`config.mk`:
```
export PLATFORM = sky130hd
export DESIGN_NAME = object_pool_handle_allocator_top
export DESIGN_NICKNAME = d
export VERILOG_FILES = /design/src/rtl/core/opha_pkg.sv /design/src/rtl/core/opha_map_ram.sv /design/src/rtl/core/opha_free_fifo.sv /design/src/rtl/core/object_pool_handle_allocator_top.sv
export SDC_FILE = /design/constraint.sdc
export NUM_CORES = 1
export LEC_CHECK = 0
export ABC_CLOCK_PERIOD_IN_PS = 3610
export BUFFER_PORTS_ARGS = -buffer_cell sky130_fd_sc_hd__buf_2
export CAP_MARGIN = 40
export CORE_ASPECT_RATIO = 0.75
export CORE_MARGIN = 2
export CORE_UTILIZATION = 30
export DETAILED_ROUTE_END_ITERATION = 8
export MAX_ROUTING_LAYER = met4
export PLACE_DENSITY = 0.54
export SLEW_MARGIN = 20
export SYNTH_ARGS = -nofsm -noshare
export SYNTH_HDL_FRONTEND = slang
export SYNTH_SLANG_ARGS = --single-unit
```
`constraint.sdc`:
```
create_clock -name clk -period 3.61 [get_ports clk]
set_input_delay 0.722 -clock clk [delete_from_list [all_inputs] [get_ports clk]]
set_output_delay 0.722 -clock clk [all_outputs]
set_load 0.1 [all_outputs]
```
`src/rtl/core/opha_pkg.sv`:
```
// Shared types and constants for the object pool handle allocator.
// Holds request codes, result status codes and the free-list control structs.
// No dependencies.
`default_nettype none

package opha_pkg;

  // Width of the handle fields on the request and result buses.
  localparam int unsigned HANDLE_W = 6;
  localparam int unsigned CMD_W    = 2;
  localparam int unsigned STATUS_W = 2;

  // Request commands. The fourth code is unused and is answered as a no-op.
  localparam logic [CMD_W-1:0] CMD_ALLOC   = 2'd0;
  localparam logic [CMD_W-1:0] CMD_TRY     = 2'd1;
  localparam logic [CMD_W-1:0] CMD_RELEASE = 2'd2;

  // Result status codes.
  localparam logic [STATUS_W-1:0] STS_OK            = 2'd0;
  localparam logic [STATUS_W-1:0] STS_EMPTY         = 2'd1;
  localparam logic [STATUS_W-1:0] STS_NOT_ALLOCATED = 2'd2;
  localparam logic [STATUS_W-1:0] STS_EXHAUSTED     = 2'd3;

  // Free-list control from the sequencer.
  typedef struct packed {
    logic rd_en;
    logic pop;
    logic push;
  } fifo_ctl_t;

  // Free-list status back to the sequencer.
  typedef struct packed {
    logic empty;
    logic full;
  } fifo_sts_t;

endpackage

`default_nettype wire

```
`src/rtl/core/opha_map_ram.sv`:
```
// Allocated-bit map of the handle pool: one bit per handle in a synchronous RAM.
// The read data is registered. Depends on nothing but its parameters.
`default_nettype none

module opha_map_ram #(
  parameter int unsigned POOL_SIZE = 64,
  localparam int unsigned HW = $clog2(POOL_SIZE)
) (
  input  wire logic          clk,
  input  wire logic          rd_en,
  input  wire logic [HW-1:0] rd_addr,
  output logic               rd_data,
  input  wire logic          wr_en,
  input  wire logic [HW-1:0] wr_addr,
  input  wire logic          wr_data
);

  logic mem [POOL_SIZE];
  logic rd_data_r;

  always_ff @(posedge clk) begin
    if (wr_en) begin
      mem[wr_addr] <= wr_data;
    end
    if (rd_en) begin
      rd_data_r <= mem[rd_addr];
    end
  end

  assign rd_data = rd_data_r;

endmodule

`default_nettype wire

```
`src/rtl/core/opha_free_fifo.sv`:
```
// Circular FIFO free list of released handles, kept in a synchronous RAM.
// Head entry is read into a register ahead of the pop. Depends on opha_pkg.
`default_nettype none

module opha_free_fifo
  import opha_pkg::*;
#(
  parameter int unsigned POOL_SIZE = 64,
  localparam int unsigned HW = $clog2(POOL_SIZE),
  localparam int unsigned CW = $clog2(POOL_SIZE + 1)
) (
  input  wire logic          clk,
  input  wire logic          rst_n,
  input  wire fifo_ctl_t     ctl,
  input  wire logic [HW-1:0] wr_data,
  output logic      [HW-1:0] rd_data,
  output fifo_sts_t          sts
);

  localparam logic [HW-1:0] LAST_IDX = HW'(POOL_SIZE - 1);

  logic [HW-1:0] mem [POOL_SIZE];
  logic [HW-1:0] rd_data_r;
  logic [HW-1:0] head_r, head_nxt;
  logic [HW-1:0] tail_r, tail_nxt;
  logic [CW-1:0] count_r, count_nxt;

  always_comb begin
    head_nxt  = head_r;
    tail_nxt  = tail_r;
    count_nxt = count_r;
    if (ctl.pop) begin
      head_nxt  = (head_r == LAST_IDX) ? '0 : head_r + 1'b1;
      count_nxt = count_r - 1'b1;
    end
    if (ctl.push) begin
      tail_nxt  = (tail_r == LAST_IDX) ? '0 : tail_r + 1'b1;
      count_nxt = count_r + 1'b1;
    end
  end

  always_ff @(posedge clk) begin
    if (!rst_n) begin
      head_r  <= '0;
      tail_r  <= '0;
      count_r <= '0;
    end else begin
      head_r  <= head_nxt;
      tail_r  <= tail_nxt;
      count_r <= count_nxt;
    end
  end

  always_ff @(posedge clk) begin
    if (ctl.push) begin
      mem[tail_r] <= wr_data;
    end
    if (ctl.rd_en) begin
      rd_data_r <= mem[head_r];
    end
  end

  assign rd_data   = rd_data_r;
  assign sts.empty = (count_r == '0);
  assign sts.full  = (count_r == CW'(POOL_SIZE));

`ifndef ASSERT_OFF
  // Requests are handled one at a time, so a pop and a push never coincide.
  a_no_push_pop: assert property (@(posedge clk) disable iff (!rst_n)
    !(ctl.push && ctl.pop))
    else $error("free list pushed and popped in the same cycle");

  // The list never holds more handles than the pool has.
  a_count_bound: assert property (@(posedge clk) disable iff (!rst_n)
    count_r <= CW'(POOL_SIZE))
    else $error("free list count beyond pool size");

  // No pop from an empty list and no push into a full one.
  a_no_under_over: assert property (@(posedge clk) disable iff (!rst_n)
    !(ctl.pop && sts.empty) && !(ctl.push && sts.full))
    else $error("free list underflow or overflow");
`endif

endmodule

`default_nettype wire

```
`src/rtl/core/object_pool_handle_allocator_top.sv`:
```
// Top level of the object pool handle allocator: request sequencer and result register.
// Depends on opha_pkg, opha_map_ram and opha_free_fifo.
`default_nettype none

// The allocator hands out numbered handles from a pool of POOL_SIZE entries and
// answers every request with exactly one result. Allocate returns the oldest
// released handle from a FIFO free list, or a never-used handle counting up from
// zero while the list is empty; once all POOL_SIZE handles exist and the list is
// empty it reports exhaustion. Try-allocate takes from the free list only and
// reports an empty list otherwise. Release checks the allocated-bit map, rejects a
// handle that is not allocated, and otherwise clears its bit and appends it to the
// free list. A request passes two states: ST_IDLE reads the allocated-bit map and
// the free-list head from their synchronous RAMs, ST_EXEC decides, writes both back
// and loads the result register. A new request is taken while an earlier result
// still waits in the output register. The map needs no clearing pass after reset:
// bits at or above the count of created handles read as clear, since every handle
// below that count was written when it was first handed out.
module object_pool_handle_allocator_top
  import opha_pkg::*;
#(
  parameter int unsigned POOL_SIZE = 64
) (
  input  wire logic       clk,
  input  wire logic       rst_n,
  // Request channel.
  input  wire logic       in_tvalid,
  output logic            in_tready,
  input  wire logic [7:0] in_tdata,   // [1:0] command, [7:2] handle_in
  // Result channel.
  output logic            out_tvalid,
  input  wire logic       out_tready,
  output logic      [7:0] out_tdata   // [5:0] handle_out, [7:6] status
);

  localparam int unsigned HW = $clog2(POOL_SIZE);
  localparam int unsigned CW = $clog2(POOL_SIZE + 1);
  // Wide enough to compare an incoming handle against the pool size.
  localparam int unsigned XW = ((HW > HANDLE_W) ? HW : HANDLE_W) + 1;

  typedef enum logic [1:0] {
    ST_IDLE = 2'b01,
    ST_EXEC = 2'b10
  } state_t;

  state_t state_r, state_nxt;

  // Captured request.
  logic [CMD_W-1:0] cmd_r;
  logic [HW-1:0]    hin_idx_r;
  logic             hin_ok_r;

  // Count of handles handed out fresh so far; doubles as the map fill count.
  logic [CW-1:0] created_r, created_nxt;

  // Result register.
  logic                out_valid_r, out_valid_nxt;
  logic [HANDLE_W-1:0] out_handle_r, out_handle_nxt;
  logic [STATUS_W-1:0] out_status_r, out_status_nxt;

  // Request fields and their decode.
  logic [CMD_W-1:0]    in_cmd;
  logic [HANDLE_W-1:0] in_handle;
  logic [XW-1:0]       hin_x;
  logic [HW-1:0]       hin_idx;
  logic                in_fire;

  // Memory interfaces.
  fifo_ctl_t     fifo_ctl;
  fifo_sts_t     fifo_sts;
  logic [HW-1:0] fifo_rd_data;
  logic          map_rd_data;
  logic          map_wr_en;
  logic [HW-1:0] map_wr_addr;
  logic          map_wr_data;

  // Decision stage.
  logic          out_free;
  logic          exec_fire;
  logic          map_bit;
  logic [HW-1:0] hout;

  assign in_cmd    = in_tdata[1:0];
  assign in_handle = in_tdata[7:2];
  assign hin_x     = XW'(in_handle);
  assign hin_idx   = HW'(hin_x);

  // The block takes a request whenever it is not busy deciding the previous one.
  assign in_tready = (state_r == ST_IDLE);
  assign in_fire   = in_tvalid && in_tready;

  // The decision may only retire when the result register can take it.
  assign out_free  = !out_valid_r || out_tready;
  assign exec_fire = (state_r == ST_EXEC) && out_free;

  // A map bit beyond the created count was never written and reads as clear.
  assign map_bit = map_rd_data && (CW'(hin_idx_r) < created_r);

  always_comb begin
    state_nxt       = state_r;
    created_nxt     = created_r;
    out_valid_nxt   = out_valid_r && !out_tready;
    out_handle_nxt  = out_handle_r;
    out_status_nxt  = out_status_r;
    fifo_ctl.rd_en  = in_fire;
    fifo_ctl.pop    = 1'b0;
    fifo_ctl.push   = 1'b0;
    map_wr_en       = 1'b0;
    map_wr_addr     = hin_idx_r;
    map_wr_data     = 1'b0;
    hout            = '0;

    unique case (state_r)
      ST_IDLE: begin
        if (in_fire) begin
          state_nxt = ST_EXEC;
        end
      end
      ST_EXEC: begin
        if (exec_fire) begin
          state_nxt      = ST_IDLE;
          out_valid_nxt  = 1'b1;
          out_status_nxt = STS_OK;
          if (cmd_r == CMD_ALLOC || cmd_r == CMD_TRY) begin
            priority if (!fifo_sts.empty) begin
              // Oldest released handle goes out first.
              hout          = fifo_rd_data;
              fifo_ctl.pop  = 1'b1;
              map_wr_en     = 1'b1;
              map_wr_addr   = fifo_rd_data;
              map_wr_data   = 1'b1;
            end else if (cmd_r == CMD_TRY) begin
              out_status_nxt = STS_EMPTY;
            end else if (created_r < CW'(POOL_SIZE)) begin
              // Fresh handle; writing its map bit extends the valid region.
              hout        = HW'(created_r);
              map_wr_en   = 1'b1;
              map_wr_addr = HW'(created_r);
              map_wr_data = 1'b1;
              created_nxt = created_r + 1'b1;
            end else begin
              out_status_nxt = STS_EXHAUSTED;
            end
          end else if (cmd_r == CMD_RELEASE) begin
            if (hin_ok_r && map_bit && !fifo_sts.full) begin
              map_wr_en     = 1'b1;
              map_wr_addr   = hin_idx_r;
              map_wr_data   = 1'b0;
              fifo_ctl.push = 1'b1;
            end else begin
              out_status_nxt = STS_NOT_ALLOCATED;
            end
          end
          out_handle_nxt = HANDLE_W'(hout);
        end
      end
      default: begin
        state_nxt = ST_IDLE;
      end
    endcase
  end

  always_ff @(posedge clk) begin
    if (!rst_n) begin
      state_r     <= ST_IDLE;
      created_r   <= '0;
      out_valid_r <= 1'b0;
    end else begin
      state_r     <= state_nxt;
      created_r   <= created_nxt;
      out_valid_r <= out_valid_nxt;
    end
  end

  always_ff @(posedge clk) begin
    if (in_fire) begin
      cmd_r     <= in_cmd;
      hin_idx_r <= hin_idx;
      hin_ok_r  <= (hin_x < XW'(POOL_SIZE));
    end
    out_handle_r <= out_handle_nxt;
    out_status_r <= out_status_nxt;
  end

  opha_map_ram #(
    .POOL_SIZE (POOL_SIZE)
  ) u_map (
    .clk     (clk),
    .rd_en   (in_fire),
    .rd_addr (hin_idx),
    .rd_data (map_rd_data),
    .wr_en   (map_wr_en),
    .wr_addr (map_wr_addr),
    .wr_data (map_wr_data)
  );

  opha_free_fifo #(
    .POOL_SIZE (POOL_SIZE)
  ) u_free (
    .clk     (clk),
    .rst_n   (rst_n),
    .ctl     (fifo_ctl),
    .wr_data (hin_idx_r),
    .rd_data (fifo_rd_data),
    .sts     (fifo_sts)
  );

  assign out_tvalid = out_valid_r;
  assign out_tdata  = {out_status_r, out_handle_r};

`ifndef ASSERT_OFF
  // An accepted request always moves the sequencer to the decision cycle.
  a_accept_exec: assert property (@(posedge clk) disable iff (!rst_n)
    in_fire |=> (state_r == ST_EXEC))
    else $error("accepted request did not reach the decision cycle");

  // A new result appears only after a decision cycle.
  a_result_from_exec: assert property (@(posedge clk) disable iff (!rst_n)
    $rose(out_tvalid) |-> ($past(state_r) == ST_EXEC))
    else $error("result raised without a decision cycle");

  // Exhaustion is reported only when every handle has been created.
  a_exhausted_full: assert property (@(posedge clk) disable iff (!rst_n)
    (out_tvalid && out_status_r == STS_EXHAUSTED) |-> (created_r == CW'(POOL_SIZE)))
    else $error("exhaustion reported with handles left to create");
`endif

endmodule

`default_nettype wire
```
======== Word level (Yosys, flattened, before mapping) ========
Memory sizes are Yosys's and may differ from the RTL's. A register that Yosys moved wholly into a read port is not among the register bits.
Index checks and enable logic that the tools add are counted.
storage, ports and cells
  register bits after elaboration ......... 46
  bits in writable memories ............... 448
  input port bits ......................... 12
  output and inout port bits .............. 10
  logic and storage cells ................. 92
  memories kept ........................... 2
memories
  memory      words  bits a word  rd ports  clocked after memory_dff  wr ports  line                  RTL
  u_free.mem  64     6            1         1                         1         opha_free_fifo.sv:22  logic [HW-1:0] mem [POOL_SIZE];
  u_map.mem   64     1            1         1                         1         opha_map_ram.sv:18    logic mem [POOL_SIZE];
operators by class
  add/subtract/negate cells ............... 5
  order comparisons ....................... 3
  equality and inequality tests ........... 9
  multiplexer cells ....................... 44
  bitwise operators ....................... 1
  reduce and logical (&&, ||, !) cells .... 17
operators by type and width
  kind                 number
  $mux 6               11
  $mux 1               20
  $mux 2               10
  $add 7x1->7 const B  2
  $mux 7               2
  $add 6x1->6 const B  2
  $eq 6x6->1 const B   2
  $eq 7x7->1 const B   1
  $logic_not 7->1      1
  $lt 6x7->1           1
  $lt 6x7->1 const B   1
  $lt 7x7->1 const B   1
  $sub 7x1->7 const B  1
  $logic_and 1x1->1    6
  $reduce_and 6->1     1
  $eq 2x1->1 const B   2
  $eq 2x2->1 const B   2
  $pmux 2 s2           1
  $reduce_and 2->1     2
  $logic_not 1->1      3
  $logic_not 2->1      1
  $logic_or 1x1->1     2
  $ne 2x1->1 const B   1
  $ne 2x2->1 const B   1
  2 further kinds      2

======== Depth between registers and ports, before layout ========
  word-level depth ........................ 11
  gate-level depth with buffers ........... 15
  gate-level depth less buffers ........... 14

======== Modules after synthesis ========
A second synthesis with hierarchy kept.
second synthesis, totals
  cells, all modules ...................... 1,203
  area, all modules ....................... 20,678.6 um^2
by module, submodules not included
  module                            times used  cells each  area an instance (um^2)  seq. area each (um^2)
  opha_free_fifo                    1           847         16,295.6                 12,091.6
  opha_map_ram                      1           204         2,924.1                  1,951.9
  object_pool_handle_allocator_top  1           152         1,458.9                  680.7

======== Worst setup path before layout ========
No wires, ideal clock.
  path type ............................... reg2reg
  start point ............................. register hin_idx_r[5]
  end point ............................... register u_free.count_r[6]
  arrival time ............................ 3.653 ns
  setup slack ............................. -0.115 ns
  cell stages (with the launch flop) ...... 15
  cell sequence ........................... edfxtp_1 ha_1 and4b_1 o21ai_0 o22ai_1 or2_1 buf_2 inv_2 fa_1 nor2b_1 nor3_1 o21bai_1 a21oi_1 mux2i_1 mux2i_1
RTL lines
  what                    line                                     RTL
  start, declared         object_pool_handle_allocator_top.sv:49   logic [HW-1:0] hin_idx_r;
  start signal, assigned  object_pool_handle_allocator_top.sv:177  hin_idx_r <= hin_idx;
  end signal, assigned    opha_free_fifo.sv:50                     count_r <= count_nxt;
  end, declared           opha_free_fifo.sv:26                     logic [CW-1:0] count_r, count_nxt;

======== Worst setup path in the final report ========
  start point ............................. register u_free.count_r[2]
  end point ............................... memory u_free.mem[11][3] in the netlist's numbering (enable)
between the ends
  longest elaborated chain between the ends .. 10
ends and longest elaborated chain
  what                          line                                     RTL
  $eq 7x7->1                    opha_free_fifo.sv:65                     assign sts.full = (count_r == CW'(POOL_SIZE));
  $logic_not 1->1               object_pool_handle_allocator_top.sv:144  if (hin_ok_r && map_bit && !fifo_sts.full) begin
  $logic_and 1x1->1             object_pool_handle_allocator_top.sv:144
  $mux 1                        object_pool_handle_allocator_top.sv:144
  $mux 1                        object_pool_handle_allocator_top.sv:143  end else if (cmd_r == CMD_RELEASE) begin
  $mux 1                        object_pool_handle_allocator_top.sv:123  if (cmd_r == CMD_ALLOC || cmd_r == CMD_TRY) begin
  $mux 2                        object_pool_handle_allocator_top.sv:119  if (exec_fire) begin
  $mux 2                        object_pool_handle_allocator_top.sv:112  unique case (state_r)
  $mux 1                        opha_free_fifo.sv:55                     if (ctl.push) begin
  $mux 1 (not written as such)  opha_free_fifo.sv:56                     mem[tail_r] <= wr_data;
  end, declared                 opha_free_fifo.sv:22
No other way between the ends.

==> run_results.csv <==
group,metric,value,unit
placement,hpwl,30000,µm
power_and_ir_drop,cell_internal_pwr,9.29,mW
die,die-area,0.0702,mm²
detailed_routing,wl_per_cell,21.8,µm
detailed_routing,ant_nets,0,
final_layout,final_layout_size_suffix_gt1_share,24.6,%
run,maxCapViolations,0,
global_route,use_met1,20.6,%
final_layout,area_delta_synth_final,16.9,%
run_status,outcome,"completed",
global_route,grt_max_degree,69,
placement,io_buffers,21,
timing,max_freq,0.319,GHz
die,rows,82,
critical_path,arrival,3340,ps
timing,worstMarginPinSlew,849,ps
hold_path,hp-start,"in_tdata[0]",
power_and_ir_drop,switching_share,20.8,%
synthesis,synth_cell_types,57,
clock_network,cts-resized-gates,0,
global_route,grt-ovfl-total,0,
timing,period_share,86.7,%
global_route,grt_pass1_wl,73400,µm
synthesis,syn_area,0.0204,mm²
hold_path,min_path_type,"primary input to flop",
detailed_routing,firstDrtPassIters,5,
critical_path,required,3820,ps
timing,slew_headroom,43.2,%
detailed_routing,drt-initial-drc-count,1247,
critical_path,reg2reg_slack,480,ps
hold_path,hold_end,"cmd_r[0]$_DFFE_PP_",
clock_network,clock_latency,600,ps
die,die_w,305,µm
hold_path,holdPathStages,1,
synthesis,synthCells,1190,
clock_network,cts-buffers-inserted,49,
timing,finalHoldViolCount,0,
synthesis,synth_fp_nets,1217,
die,die_h,230,µm
clock_network,cts_buffer_depth,3,
timing,final_max_slew_viol_count,0,
critical_path,cp-start-kind,"flop",
global_route,top_usage_layer,"met2",
final_layout,layout.nets,1336,
critical_path,r2r_end,"u_free.mem[11][3]$_DFFE_PP_",
synthesis,syn_avg_cell_area,17.2,µm²
timing,final.setup.tns,0,ps
clock_network,cts.clk_slew.worst_paths,60,ps
power_and_ir_drop,p_comb_share,2.3,%
critical_path,cpMostUsedCell,"or4_1",
final_layout,layout_common_cells,"471 x edfxtp_1, 171 x nor2_1, 106 x mux4_2, 106 x buf_4, 49 x clkbuf_16",
power_and_ir_drop,pwr-share-seq,54.2,%
clock_network,post-cts-setup-buffers,0,
global_route,use_met3,2.76,%
final_layout,final_common_cell,"edfxtp_1",
power_and_ir_drop,p_sw,2.44,mW
clock_network,cts.hold.buffers_added,0,
synthesis,async_reset_ff_share,0,%
detailed_routing,via_per_inst,5.04,
timing,setup_violations,0,
synthesis,yosys_warnings,0,
critical_path,reg2reg_from,"u_free.count_r[2]$_SDFFE_PN0P_",
timing,rsz0062_at_grt,"false",
global_route,grt_pass1_vias,11200,
synthesis,ys_seq_elements,500,
clock_network,cts-root-buf,"clkbuf_16",
die,floorplan.io_pins,22,
die,initial_core_util,30.4,%
power_and_ir_drop,clock_power_share,43.5,%
critical_path,cpPeakStageDelay,610,ps
critical_path,critPathMaxFanout,15,
synthesis,synth_edf_count,471,
detailed_routing,drc,0,
global_route,met2_usage,20.9,%
die,core,0.0671,mm²
final_layout,n_antenna_cell,0,
clock_network,cts.sinks,500,
timing,min_period,3130,ps
critical_path,crit_chain,"nor4_2, a31o_1, or4_1, or2_1, buf_4, or4_1, nor2_1",
critical_path,r2r.worst_path.cells,7,
detailed_routing,via_count,11200,
global_route,grt_use_total,14.3,%
power_and_ir_drop,leakage,7.30,nW
critical_path,slowest_stage,"or4_1",
detailed_routing,drt_wl_total,48600,µm
placement,place_congestion,0.859,
critical_path,path_class,"flop to flop",
clock_network,htree_levels,2,
timing,clock_skew,36.5,ps
power_and_ir_drop,p_total,11.7,mW
synthesis,ys.flop_type,"edfxtp_1",
critical_path,endpoint_kind,"flop",
power_and_ir_drop,power_density,491,mW/mm²
clock_network,tritoncts,"done",
synthesis,yosysSeqAreaShare,72.1,%
global_route,antenna_found_initial,0,
power_and_ir_drop,ir_drop,0.360,mV
## power by group through the flow
stage	combinational [mW]	sequential [mW]	clock (mW)
after floorplan	0.104	6.53	0
after global placement	0.262	6.48	0
after detailed placement	0.267	6.48	0
after CTS	0.267	6.36	5.22
after global routing	0.292	6.35	5.46
final	0.268	6.36	5.11
## state kept, by name, indices dropped and copies added (netlist names)
signal          flops
u_free.mem        384
state_r             2
u_map.rd_data       1
hin_idx_r           6
out_status_r        2
u_free.count_r      7
out_tvalid          1
out_handle_r        6
u_free.head_r       6
u_free.rd_data      6
u_free.tail_r       6
created_r           7
cmd_r               2
u_map.mem          64
## cell type report
type	count	area, µm²
clock inverters	33	334
repair buffers	132	992
well taps	882	1100
multi-input cells	609	5400
fillers	6319	43200
clock buffers	57	1260
flip-flops and latches	500	14700
inverters	17	63.8
## Yosys cell counts (6+ instances only)
library cell	n	area, µm²
mux2i_1	26	260
a21oi_1	23	115
a31oi_1	9	56.3
xor2_1	6	52.6
mux4_2	106	2390
xnor2_1	8	70.1
buf_1	11	41.3
o22ai_1	7	43.8
inv_1	16	60.1
nor2b_1	15	93.8
nand2_1	26	97.6
o21ai_0	11	55.1
a22oi_1	18	135
dfxtp_1	29	581
buf_2	13	65.1
nand3_1	25	125
a211oi_1	23	173
or3_1	6	37.5
a21boi_0	6	45.0
edfxtp_1	471	14100
clkbuf_1	40	150
nor3_1	20	100
nand4_1	18	113
nor2_1	171	642
a2bb2oi_1	7	61.3
nand2b_1	7	43.8
ha_1	14	175
## worst max-delay path by stage
stage                                    from                             end  slack (ps)  cells past startpoint
6_report       u_free.count_r[2]$_SDFFE_PN0P_     u_free.mem[11][3]$_DFFE_PP_         480                      7
5_1_grt             created_r[4]$_SDFFE_PN0P_     u_free.mem[11][3]$_DFFE_PP_         310                      9
4_1_cts             created_r[4]$_SDFFE_PN0P_     u_free.mem[11][3]$_DFFE_PP_         450                      9
3_5_place_dp                       out_tready     u_free.mem[11][2]$_DFFE_PP_         280                      7
3_3_place_gp                       out_tready  u_free.count_r[6]$_SDFFE_PN0P_         310                     12
2_1_floorplan          hin_idx_r[5]$_DFFE_PP_  u_free.count_r[6]$_SDFFE_PN0P_           9                     14
## layer usage
layer / vias up / part of all wire (%)
met3: 50 / 6.9
met5: - / 0
li1: 4988 / -
met2: 383 / 44
met1: 5823 / 47
met4: 0 / 1.5
## stage by stage
step	setup slack (ps)	area, µm²	util [%]	hold WS (ps)	cells
finish	480	23900	35.6	314	2230
global route	310	23900	35.6	287	2230
CTS	449	23800	35.5	279	2227
detailed placement	276	22300	33.2	495	2137
global placement	312	22300	33.2	486	2137
floorplan	9.04	20500	-	460	1190
## kinds of logic after synthesis
group,synth area share (%)
compound gates,4.63
xor+xnor,0.600
fa+ha+maj,0.956
buf+inv,1.57
flops,72.1
mux,13.2
simple gates,6.91
## critical path: cells and delay by family, from the launching register on
family	cells	cell delay [ps]
buf+inv	1	200
flops	1	440
compound gates	1	230
simple gates	5	1870
No activity file was read; power rests on OpenSTA's default activity.
